File: src/sv/mrfb_pkg.sv
`timescale 1ns / 1ps
// ----------------------------------------------------------------------------
// MODBUS RTU frame builder package
// Shared payload types, queue entry, constants and the CRC-16 byte update.
// ----------------------------------------------------------------------------
package mrfb_pkg;

  // Frame limits and CRC constants
  localparam int unsigned AduMaxLength = 256;
  localparam int unsigned CountWidth   = 9;
  localparam logic [CountWidth-1:0] CountMax = '1;
  localparam logic [15:0] CrcInit = 16'hFFFF;
  localparam logic [15:0] CrcPoly = 16'hA001;
  localparam logic [7:0]  AddrReset = 8'h01;

  // Queue between front and back
  localparam int unsigned FifoDepth = 4;
  localparam int unsigned PtrWidth  = $clog2(FifoDepth);
  localparam int unsigned LvlWidth  = $clog2(FifoDepth + 1);

  // Input transaction
  typedef struct packed {
    logic [7:0] body_byte;
    logic       last_of_frame;
  } in_item_t;

  // Output transaction
  typedef struct packed {
    logic [7:0] out_byte;
    logic       out_last;
    logic       overlong;
  } out_item_t;

  // Classified item as handed from front to back
  typedef struct packed {
    logic [7:0] addr;
    logic [7:0] body;
    logic       first;
    logic       last;
  } mrfb_entry_t;

  // Queue status seen by both sides
  typedef struct packed {
    logic full;
    logic empty;
  } mrfb_fifo_status_t;

  // Back-end sequencer states
  typedef enum logic [3:0] {
    ST_START  = 4'b0001,
    ST_BODY   = 4'b0010,
    ST_CRC_LO = 4'b0100,
    ST_CRC_HI = 4'b1000
  } mrfb_state_e;

  // Reflected CRC-16 (poly 0xA001) over one byte
  function automatic logic [15:0] crc_update(input logic [15:0] crc, input logic [7:0] data);
    logic [15:0] c;
    c = crc ^ {8'h00, data};
    for (int b = 0; b < 8; b++) begin
      if (c[0]) begin
        c = (c >> 1) ^ CrcPoly;
      end else begin
        c = c >> 1;
      end
    end
    return c;
  endfunction

endpackage

File: src/sv/mrfb_front.sv
`timescale 1ns / 1ps
// ----------------------------------------------------------------------------
// MODBUS RTU frame builder front end
// Accepts body bytes, holds the station address register, tags the first
// byte of each frame and pushes classified items into the queue.
// ----------------------------------------------------------------------------
module mrfb_front (
  input  logic                       clk_i,
  input  logic                       rst_ni,
  input  logic                       cfg_we_i,
  input  logic [7:0]                 cfg_wdata_i,
  input  logic                       in_valid_i,
  output logic                       in_stall_o,
  input  mrfb_pkg::in_item_t         in_item_i,
  input  mrfb_pkg::mrfb_fifo_status_t fifo_status_i,
  output logic                       push_o,
  output mrfb_pkg::mrfb_entry_t      push_data_o
);
  import mrfb_pkg::*;

  logic [7:0] station_address_q;
  logic       in_frame_q, in_frame_d;
  logic       accept;

  // Station address register
  always_ff @(posedge clk_i or negedge rst_ni) begin
    if (!rst_ni) begin
      station_address_q <= AddrReset;
    end else if (cfg_we_i) begin
      station_address_q <= cfg_wdata_i;
    end
  end

  // Accept whenever the queue has room
  assign in_stall_o = fifo_status_i.full;
  assign accept     = in_valid_i && !fifo_status_i.full;
  assign push_o     = accept;

  // Classify: first byte of a frame carries the address with it
  always_comb begin
    push_data_o.addr  = station_address_q;
    push_data_o.body  = in_item_i.body_byte;
    push_data_o.first = !in_frame_q;
    push_data_o.last  = in_item_i.last_of_frame;
  end

  // Frame tracking
  always_comb begin
    in_frame_d = in_frame_q;
    if (accept) begin
      in_frame_d = !in_item_i.last_of_frame;
    end
  end

  always_ff @(posedge clk_i or negedge rst_ni) begin
    if (!rst_ni) begin
      in_frame_q <= 1'b0;
    end else begin
      in_frame_q <= in_frame_d;
    end
  end

endmodule

File: src/sv/mrfb_fifo.sv
`timescale 1ns / 1ps
// ----------------------------------------------------------------------------
// MODBUS RTU frame builder queue
// Short FIFO of classified items between the front and back ends.
// ----------------------------------------------------------------------------
module mrfb_fifo (
  input  logic                        clk_i,
  input  logic                        rst_ni,
  input  logic                        push_i,
  input  mrfb_pkg::mrfb_entry_t       push_data_i,
  input  logic                        pop_i,
  output mrfb_pkg::mrfb_entry_t       head_o,
  output mrfb_pkg::mrfb_fifo_status_t status_o
);
  import mrfb_pkg::*;

  mrfb_entry_t          mem_q [FifoDepth];
  logic [PtrWidth-1:0]  wr_ptr_q, rd_ptr_q;
  logic [LvlWidth-1:0]  level_q, level_d;

  assign status_o.full  = (level_q == LvlWidth'(FifoDepth));
  assign status_o.empty = (level_q == '0);
  assign head_o         = mem_q[rd_ptr_q];

  // Storage
  always_ff @(posedge clk_i) begin
    if (push_i) begin
      mem_q[wr_ptr_q] <= push_data_i;
    end
  end

  // Fill level
  always_comb begin
    level_d = level_q;
    if (push_i && !pop_i) begin
      level_d = level_q + LvlWidth'(1);
    end else if (pop_i && !push_i) begin
      level_d = level_q - LvlWidth'(1);
    end
  end

  // Pointers
  always_ff @(posedge clk_i or negedge rst_ni) begin
    if (!rst_ni) begin
      wr_ptr_q <= '0;
      rd_ptr_q <= '0;
      level_q  <= '0;
    end else begin
      if (push_i) begin
        wr_ptr_q <= (wr_ptr_q == PtrWidth'(FifoDepth - 1)) ? '0 : wr_ptr_q + PtrWidth'(1);
      end
      if (pop_i) begin
        rd_ptr_q <= (rd_ptr_q == PtrWidth'(FifoDepth - 1)) ? '0 : rd_ptr_q + PtrWidth'(1);
      end
      level_q <= level_d;
    end
  end

endmodule

File: src/sv/mrfb_back.sv
`timescale 1ns / 1ps
// ----------------------------------------------------------------------------
// MODBUS RTU frame builder back end
// Sequences address, body and CRC bytes from queued items, keeps the CRC
// and the frame byte count, and drives the output register.
// ----------------------------------------------------------------------------
module mrfb_back (
  input  logic                        clk_i,
  input  logic                        rst_ni,
  input  mrfb_pkg::mrfb_entry_t       head_i,
  input  mrfb_pkg::mrfb_fifo_status_t fifo_status_i,
  output logic                        pop_o,
  output logic                        out_valid_o,
  input  logic                        out_stall_i,
  output mrfb_pkg::out_item_t         out_item_o
);
  import mrfb_pkg::*;

  mrfb_state_e           state_q, state_d;
  logic [15:0]           crc_q, crc_d;
  logic [CountWidth-1:0] cnt_q, cnt_d, cnt_inc;
  logic                  out_valid_q;
  out_item_t             out_item_q, out_item_d;
  logic                  load, fire, pop;
  logic                  data_byte;
  logic [7:0]            byte_sel;
  logic                  last_sel;

  // Output slot free when empty or being taken
  assign load  = !out_valid_q || !out_stall_i;
  assign fire  = load && !fifo_status_i.empty;
  assign pop_o = fire && pop;

  assign cnt_inc = (cnt_q == CountMax) ? cnt_q : cnt_q + CountWidth'(1);

  // Byte sequencer
  always_comb begin
    state_d   = state_q;
    pop       = 1'b0;
    data_byte = 1'b1;
    byte_sel  = head_i.body;
    last_sel  = 1'b0;
    case (state_q)
      ST_START: begin
        if (head_i.first) begin
          byte_sel = head_i.addr;
          state_d  = ST_BODY;
        end else if (head_i.last) begin
          state_d = ST_CRC_LO;
        end else begin
          pop = 1'b1;
        end
      end
      ST_BODY: begin
        if (head_i.last) begin
          state_d = ST_CRC_LO;
        end else begin
          state_d = ST_START;
          pop     = 1'b1;
        end
      end
      ST_CRC_LO: begin
        data_byte = 1'b0;
        byte_sel  = crc_q[7:0];
        state_d   = ST_CRC_HI;
      end
      ST_CRC_HI: begin
        data_byte = 1'b0;
        byte_sel  = crc_q[15:8];
        last_sel  = 1'b1;
        state_d   = ST_START;
        pop       = 1'b1;
      end
      default: begin
        state_d   = ST_START;
        data_byte = 1'b0;
      end
    endcase
  end

  // CRC and count next values
  always_comb begin
    crc_d = crc_q;
    cnt_d = cnt_inc;
    if (data_byte) begin
      crc_d = crc_update(crc_q, byte_sel);
    end
    if (last_sel) begin
      crc_d = CrcInit;
      cnt_d = '0;
    end
  end

  always_comb begin
    out_item_d.out_byte = byte_sel;
    out_item_d.out_last = last_sel;
    out_item_d.overlong = (cnt_inc > CountWidth'(AduMaxLength));
  end

  // Control registers
  always_ff @(posedge clk_i or negedge rst_ni) begin
    if (!rst_ni) begin
      state_q     <= ST_START;
      crc_q       <= CrcInit;
      cnt_q       <= '0;
      out_valid_q <= 1'b0;
    end else begin
      if (fire) begin
        state_q <= state_d;
        crc_q   <= crc_d;
        cnt_q   <= cnt_d;
      end
      if (load) begin
        out_valid_q <= fire;
      end
    end
  end

  // Output payload
  always_ff @(posedge clk_i) begin
    if (fire) begin
      out_item_q <= out_item_d;
    end
  end

  assign out_valid_o = out_valid_q;
  assign out_item_o  = out_item_q;

endmodule

File: src/sv/modbus_rtu_frame_builder.sv
`timescale 1ns / 1ps
// ----------------------------------------------------------------------------
// MODBUS RTU frame builder
// Turns a stream of message-body bytes into RTU frames: station address,
// body bytes, CRC-16 low and high byte, with an overlong-frame flag.
//
//   Port group   Direction  Handshake              Payload
//   in           input      in_valid_i/in_stall_o  in_item_i (body, last)
//   out          output     out_valid_o/out_stall_i out_item_o (byte, last, overlong)
//   cfg          input      cfg_we_i               cfg_wdata_i (station address)
//
// One output byte leaves per cycle unless out_stall_i is high or the queue is
// empty; the back-end sequencer sets the pace. A mid-frame item yields its body
// byte; a first item adds the address byte before it, a last item the CRC low
// and high bytes after it. A 4-entry queue keeps the front accepting while the
// output stalls. Reset awaits a frame's first byte, with station address at 1.
// ----------------------------------------------------------------------------
module modbus_rtu_frame_builder (
  input  logic                clk_i,
  input  logic                rst_ni,
  input  logic                cfg_we_i,
  input  logic [7:0]          cfg_wdata_i,
  input  logic                in_valid_i,
  output logic                in_stall_o,
  input  mrfb_pkg::in_item_t  in_item_i,
  output logic                out_valid_o,
  input  logic                out_stall_i,
  output mrfb_pkg::out_item_t out_item_o
);
  import mrfb_pkg::*;

  mrfb_fifo_status_t fifo_status;
  mrfb_entry_t       push_data, head;
  logic              push, pop;

  mrfb_front u_front (
    .clk_i         (clk_i),
    .rst_ni        (rst_ni),
    .cfg_we_i      (cfg_we_i),
    .cfg_wdata_i   (cfg_wdata_i),
    .in_valid_i    (in_valid_i),
    .in_stall_o    (in_stall_o),
    .in_item_i     (in_item_i),
    .fifo_status_i (fifo_status),
    .push_o        (push),
    .push_data_o   (push_data)
  );

  mrfb_fifo u_fifo (
    .clk_i       (clk_i),
    .rst_ni      (rst_ni),
    .push_i      (push),
    .push_data_i (push_data),
    .pop_i       (pop),
    .head_o      (head),
    .status_o    (fifo_status)
  );

  mrfb_back u_back (
    .clk_i         (clk_i),
    .rst_ni        (rst_ni),
    .head_i        (head),
    .fifo_status_i (fifo_status),
    .pop_o         (pop),
    .out_valid_o   (out_valid_o),
    .out_stall_i   (out_stall_i),
    .out_item_o    (out_item_o)
  );

endmodule

File: config.mk
export PLATFORM = sky130hd
export DESIGN_NAME = modbus_rtu_frame_builder
export DESIGN_NICKNAME = d
export VERILOG_FILES = /design/src/sv/mrfb_pkg.sv /design/src/sv/mrfb_front.sv /design/src/sv/mrfb_fifo.sv /design/src/sv/mrfb_back.sv /design/src/sv/modbus_rtu_frame_builder.sv
export SDC_FILE = /design/constraint.sdc
export NUM_CORES = 1
export LEC_CHECK = 0
export BUFFER_PORTS_ARGS = -buffer_cell sky130_fd_sc_hd__buf_4
export CORE_ASPECT_RATIO = 1.2
export CORE_MARGIN = 2
export CORE_UTILIZATION = 25
export CTS_CLUSTER_SIZE = 16
export DETAILED_ROUTE_END_ITERATION = 10
export PLACE_DENSITY = 0.39
export SLEW_MARGIN = 10
export SYNTH_ARGS = -nofsm -noshare
export SYNTH_HDL_FRONTEND = slang
export SYNTH_HIERARCHICAL = 1
export SYNTH_SLANG_ARGS = --single-unit
File: constraint.sdc
create_clock -name clk_i -period 4 [get_ports clk_i]
set_clock_uncertainty 0.2 [all_clocks]
set_input_delay 0 -clock clk_i [delete_from_list [all_inputs] [get_ports clk_i]]
set_output_delay 0 -clock clk_i [all_outputs]
set_load 0.01 [all_outputs]
==> summary.md, run 1 <==
| Metric | Value |
|---|---|
| Async SR Flop Fraction | 35.9% |
| Placed inst area | 6270 µm² |
| Sequential area share after synthesis | 62.9% |
| Fillers | 2227 |
| Tightest Pin Transition | 0.974 ns |
| Post-synth top area share | 42.6% |
| CTS sink cnt | 128 |
| Wire length of the first global-routing pass | 19.1 mm |
| Syn_area_per_cell | 14.6 µm² |
| Multi-input logic area | 1880 µm² |
| Post-route total power | 6.67 mW |
| GR Overflow Total | 0 |
| Dpl hpwl | 7.77 mm |
| Psw | 2.31 mW |
| Clock transition at path regs | 0.06 ns |
| Fin. Hold Viols | 0 |
| Worst setup EP type | flop |
| Ys flop type | edfxtp_1 |
| Min-Delay Path Depth | 2 |
| Worst hold path startpoint | in_item_i[7] |
| Top routing layer used | met4 |
| CORE AREA | 22600 µm² |
| Dpl cells | 714 |
| Post-synthesis cell type count | 49 |
| R2R Setup Slk | 0.46 ns |
| Post-CTS Resized | 0 |
| Final setup violation count | 0 |
| Core Rows | 60 |
| Max-slew headroom | 35.0% |
| Met2 Routed Length | 6.22 mm |
| Crit path DAT | 3.67 ns |
| Num CTS Buffers | 17 |
| # IOs | 34 |
| Synth area leaders | edfxtp_1 43%, dfrtp_1 12%, dfstp_2 8.2% |
| Worst skew pair latency | 0.41 ns |
| DR WL/cell | 15.5 µm |
| Syn_nets | 425 |
| Remaining DRCs | 0 |
| GPL Wtd Cong | 0.771 |
| Port Buffers | 33 |
| Minimum hold slack | 0.132 ns |
| CTS tree | done |
| RSZ-0062 raised after global routing | false |
| R2R cell count | 8 |
| Combinational cell fraction of total power | 43.1% |
| Vias per inst | 4.28 |
| Post-DRT Antenna Nets | 0 |
| Final Max Slew Viols | 0 |
| Seq cells post-synth | 128 |
| Total of warnings raised by yosys | 6 |
| Post-synth EDFFs | 82 |
| Cell taking the most area after synthesis | edfxtp_1 |
| CP required | 4.14 ns |
| Hold path endpoint | u_fifo/mem_q[3][8]$_DFFE_PP_ |
| H-tree Lvls | 4 |
| Bufs on Longest Clock Path | 2 |
| Mapped Cells | 395 |
| Finished Cell Area | 7210 µm² |
| Die width | 143 µm |
| Initial antenna violation count | 0 |
| Final period utilization | 88.4% |
| Share of cells above drive strength 1 | 27.9% |
| Int Pwr | 4.36 mW |
| Post-Layout Cell Count | 776 |
| Clock network fraction of total power | 24.3% |
| Max Fclk | 0.283 GHz |
| Critical R2R Launch | u_back/state_q[1]$_DFFE_PN0P_ |
| Clk root buf | clkbuf_16 |
| Area Overhead vs Synth | 24.6% |
| Static Leak | 2.70 nW |
| Vias | 3324 |
| Wire length on met3 | 303 µm |
| Starting density of the core | 25.6% |
| DR iter-0 viols | 280 |
| Hold Path Class | input port to flop |
| Status | finished, final reports clean |
| Pin count of the biggest net entering global routing | 27 |
| Startpoint types | flop |
| Met1 Wirelength | 5.43 mm |
| Drt pass-1 iters | 4 |
| Post-layout minimum cycle time | 3.54 ns |
| RR Endpoint | u_back/crc_q[15]$_DFFE_PN1P_ |
| Register area | 3640 µm² |
| Max_cap viols | 0 |
| Ant diodes | 0 |
| Vias in the first global route | 3364 |
| Crit Path Category | flop to flop |
| Post-CTS Setup Bufs | 0 |
| Post-Route WL | 12.0 mm |
| Sw Share | 34.6% |
| Tot GR Track Use | 10.6% |
| Die area | 24400 µm² |
| Setup TNS | 0 ns |
| Worst VDD drop | 0.531 mV |
| CP Max Fanout | 11 |
| Post-Synthesis Cell Area | 5780 µm² |
| # nets final | 483 |
| Pwr dens | 925 nW/µm² |
| Flop pwr share | 32.6% |
| Die Span Y | 171 µm |
==> cell families after synthesis <==
group	Yosys count	synth area share (%)
compound gates	67	7.94
xor+xnor	29	5.28
fa+ha+maj	8	1.86
buf+inv	46	4.65
flops	128	62.9
mux	32	10.2
simple gates	85	7.18
==> per-layer routing <==
metal / vias up / global-route usage [%]
met5: - / 0
met4: 0 / 4.39
met3: 4 / 2.46
met2: 48 / 17.9
met1: 1694 / 13.0
li1: 1578 / -
==> worst max-delay path by stage <==
stage                                         from                            to  cells past startpoint
detailed placement   u_back/state_q[1]$_DFFE_PN0P_  u_back/crc_q[15]$_DFFE_PN1P_                      8
CTS                  u_back/state_q[1]$_DFFE_PN0P_  u_back/crc_q[15]$_DFFE_PN1P_                      8
floorplan           u_fifo/rd_ptr_q[0]$_DFFE_PN0P_  u_back/crc_q[15]$_DFFE_PN1P_                     10
finish               u_back/state_q[1]$_DFFE_PN0P_  u_back/crc_q[15]$_DFFE_PN1P_                      8
global placement     u_back/state_q[1]$_DFFE_PN0P_  u_back/crc_q[15]$_DFFE_PN1P_                      8
global route         u_back/state_q[1]$_DFFE_PN0P_  u_back/crc_q[15]$_DFFE_PN1P_                      8
==> sequential cells by signal, indices dropped and copies added, names as in the netlist, 2 cells and up <==
name and cells:
u_back/cnt_q 9, u_back/crc_q 16, u_back/out_item_o 10, u_back/state_q 4, u_fifo/level_q 3, u_fifo/mem_q 72
u_fifo/rd_ptr_q 2, u_fifo/wr_ptr_q 2, u_front/station_address_q 8
==> worst max-delay path, cell delays in order, from the launching register on <==
cell	delay [ns]
dfrtp_1	0.50
nor2_1	0.63
a22oi_2	0.26
a222oi_1	0.55
mux2i_1	0.43
xnor2_2	0.18
xnor3_2	0.41
xnor2_1	0.15
a21oi_1	0.17
==> power by group through the flow <==
stage          sequential, mW  clock (mW)  combinational (mW)
3_3_place_gp             2.20           0                2.91
4_1_cts                  2.18        1.68                2.94
6_report                 2.17        1.62                2.87
5_1_grt                  2.22        1.74                3.16
2_1_floorplan            2.11           0                2.33
3_5_place_dp             2.20           0                2.89
==> stage by stage <==
stage	util (%)	setup slack, ns
3_5_place_dp	27.8	0.451
4_1_cts	31.9	0.448
5_1_grt	31.9	0.236
2_1_floorplan	-	0.654
3_3_place_gp	27.8	0.554
6_report	31.9	0.465
==> cells in the final DEF (no fill, tap or decap), types with 17 or more instances in the layout <==
cell	n
edfxtp_1	82
buf_4	40
dlygate4sd3_1	29
dfrtp_1	28
nor2_1	26
nand2_1	24
a21oi_1	18
dfstp_2	18
mux4_2	18
clkbuf_16	17
o21ai_0	17
==> Yosys cell counts, types with 2 or more instances <==
library cell	instances
edfxtp_1	82
dfstp_2	18
mux4_2	18
a31oi_1	3
mux2_4	8
clkbuf_1	9
mux2_2	3
buf_1	2
nor2_1	26
nand3_1	7
nor3_1	5
o22a_1	7
inv_1	14
mux2i_1	3
dfrtp_1	28
nand4_1	2
a31o_2	2
xnor2_1	15
and3_1	2
xnor2_2	3
nand2b_1	2
o21ai_0	17
a21oi_1	18
nand2_1	24
or3_1	2
a22o_1	7
buf_4	13
a222oi_1	6
and2_1	5
ha_1	7
nor2b_1	5
xor2_1	9
buf_6	6
buf_2	2
==> repair_timing <==
item,in CTS,in global routing
endpoints found under the hold margin,97,0
hold buffers,30,0
setup endpoints to repair,0,0
==> area by class of cell <==
| cell class | instances | share of cell area (%) |
|---|---|---|
| repair buffers | 71 | 8.75 |
| clock buffers | 18 | 5.95 |
| multi-input cells | 221 | 26.0 |
| inverters | 14 | 0.729 |
| well taps | 310 | 5.38 |
| flip-flops and latches | 128 | 50.5 |
| clock inverters | 14 | 2.69 |
(Power assumes the default switching activity.)
==> run 2, diff against run 1 <==
- PLACE_DENSITY: 0.39 -> 0.43
==> run 2 against run 1 <==
  * First-iteration DRC count fell by 16%
  * Non-clock buffer count fell by 1
  * Die area unchanged
  * Combinational power barely moved
  * Clock-buffer cell count stayed put
  * Largest power group unchanged
  * Critical path type unchanged
  * Clock power shrank 3%
  * Cell area decreased by 0.61%
  * Hold slack worse by 0.042 ns
  * Global-route usage is 0.17 points lower
==> summary.md, run 2 (synthesized netlist as in run 1, its figures left out) <==
| Metric | Value |
|---|---|
| Starting density of the core | 25.6% (unchanged) |
| RR Endpoint | u_back/crc_q[15]$_DFFE_PN1P_ |
| H-tree Lvls | 4 (unchanged) |
| Most frequent cells in the layout | 82 x edfxtp_1, 40 x buf_4, 29 x dlygate4sd3_1 |
| Setup TNS | 0 ns (unchanged) |
| Tot GR Track Use | 10.4% (-0.17 points) |
| RSZ-0062 raised after global routing | false |
| Remaining DRCs | 0 (unchanged) |
| Share of cells above drive strength 1 | 27.7% (-0.16 points) |
| Vias per inst | 4.34 (+1.3%) |
| Crit path DAT | 3.64 ns (-0.03 ns) |
| Die area | 24400 µm² (unchanged) |
| Crit path capture | u_back/crc_q[15]$_DFFE_PN1P_ |
| Static Leak | 2.68 nW (-0.79%) |
| R2R cell count | 8 (unchanged) |
| GR Overflow Total | 0 (unchanged) |
| Leading cell type in the layout, fill and taps excluded | edfxtp_1 |
| Initial antenna violation count | 0 (unchanged) |
| Port Buffers | 33 (unchanged) |
| Startpoint types | flop |
| Clock transition at path regs | 0.06 ns (about the same) |
| Bufs on Longest Clock Path | 2 (unchanged) |
| Worst setup EP type | flop |
| Slowest Stage Delay on Critical Path | 0.58 ns (-0.05 ns) |
| Vias | 3362 (+1.1%) |
| Top reg by flops | u_fifo/mem_q |
| Status | finished, final reports clean |
| DR WL/cell | 15.2 µm (-1.8%) |
| Critical path launch point | u_back/state_q[1]$_DFFE_PN0P_ |
| Die width | 143 µm (unchanged) |
| Post-layout minimum cycle time | 3.50 ns (-0.0372 ns) |
| CORE AREA | 22600 µm² (unchanged) |
| Max_cap viols | 0 (unchanged) |
| Final Max Slew Viols | 0 (unchanged) |
| Tightest Pin Transition | 1.04 ns (+0.0668 ns) |
| Largest delay share family, worst path | compound AO/OA/AOI/OAI gates |
| Die Span Y | 171 µm (unchanged) |
| CP required | 4.14 ns (about the same) |
| Core Rows | 60 (unchanged) |
| Area Overhead vs Synth | 23.9% |
| Buf+Inv Stages, Crit Path | 0 (unchanged) |
| Max reg flops | 72 (unchanged) |
| CP Max Fanout | 11 (unchanged) |
| CTS sink cnt | 128 (unchanged) |
| Worst skew pair latency | 0.42 ns (about the same) |
| Max Fclk | 0.286 GHz (+1.1%) |
| Post-Route WL | 11.8 mm (-1.9%) |
| # nets final | 482 (-0.21%) |
| Final period utilization | 87.5% (-0.93 points) |
| Worst VDD drop | 0.610 mV (+15%) |
| Final setup violation count | 0 (unchanged) |
| Pwr dens | 919 nW/µm² (-0.70%) |
| Wire length of the first global-routing pass | 19.0 mm (-0.83%) |
| GPL Wtd Cong | 0.744 (-3.6%) |
| CP cell instances | nor2_1 > a22oi_2 > a222oi_1 > mux2i_1 > xnor2_2 > xnor3_2 > xnor2_1 > a21oi_1 |
| Critical R2R Launch | u_back/state_q[1]$_DFFE_PN0P_ |
| Crit Path Category | flop to flop |
| Vias in the first global route | 3489 (+3.7%) |
| Post-CTS Setup Bufs | 0 (unchanged) |
| Num CTS Buffers | 17 (unchanged) |
| Post-DRT Antenna Nets | 0 (unchanged) |
| Fin util | 31.7% (-0.19 points) |
| Clk root buf | clkbuf_16 |
| CTS tree | done |
| Pin count of the biggest net entering global routing | 29 (+7.4%) |
| # IOs | 34 (unchanged) |
| Max-slew headroom | 30.6% (-4.4 points) |
| Fin. Hold Viols | 0 (unchanged) |
| Drt pass-1 iters | 5 (+1) |
| Dpl hpwl | 7.50 mm (-3.4%) |
| DR iter-0 viols | 235 (-16%) |
| Slowest cell on crit path | nor2_1 |
| R2R Setup Slk | 0.50 ns (+0.04 ns) |
| Ant diodes | 0 (unchanged) |
| Hold Path Class | input port to asynchronous set/reset pin |
| Critical path depth | 8 (unchanged) |
run 2: cell types whose count changed in the layout (fill, tap and decap cells not counted), sizes merged:
cell,delta
bufinv,-1
buf,-1
clkinv,+1
run 2: how the worst min path moves through the flow:
stage                       startpoint                                       end  depth (start not counted)
after floorplan                 rst_ni               u_back/cnt_q[0]$_DFFE_PN0P_                          0
after global placement          rst_ni            u_fifo/wr_ptr_q[0]$_DFFE_PN0P_                          1
after detailed placement        rst_ni            u_fifo/wr_ptr_q[0]$_DFFE_PN0P_                          1
after CTS                       rst_ni  u_front/station_address_q[0]$_DFFE_PN1P_                          2
after global routing      in_item_i[6]              u_fifo/mem_q[1][7]$_DFFE_PP_                          2
final                           rst_ni  u_front/station_address_q[0]$_DFFE_PN1P_                          2
run 2: per-stage QoR:
stage	setup slack, ns	instance area (µm²)	instances	hold WS (ns)	power [mW]
5_1_grt	0.262	7160	775	0.118	7.00
2_1_floorplan	0.654	5780	395	-0.496	4.44
6_report	0.502	7160	775	0.0905	6.58
3_5_place_dp	0.526	6250	713	-0.111	5.03
4_1_cts	0.490	7160	775	0.107	6.67
3_3_place_gp	0.576	6250	713	-0.113	5.03
run 2: what timing repair did:
item,CTS,global route
resized for setup,0,0
hold endpoints to repair,98,0
hold buffers,30,0
run 2: per-layer routing:
metal	share of wire, %	GRT usage [%]	vias to the layer above
met5	0	0	-
met4	2.2	5.29	0
met3	3.2	2.43	18
met2	50	17.2	71
met1	44	12.8	1692
li1	-	-	1581
run 2: layout make-up:
type / count / area [µm²]
inverter: 14 / 52.6
multi-input combinational: 221 / 1880
clock buffer: 18 / 429
tap: 310 / 388
timing repair buffer: 70 / 611
fill: 2224 / 15400
clock inverter: 14 / 170
sequential: 128 / 3640
run 2: report_power, final:
group          switching [mW]  total, mW  internal [mW]
Clock                   0.626       1.57          0.941
Sequential              0.260       2.18           1.92
Combinational            1.41       2.84           1.43
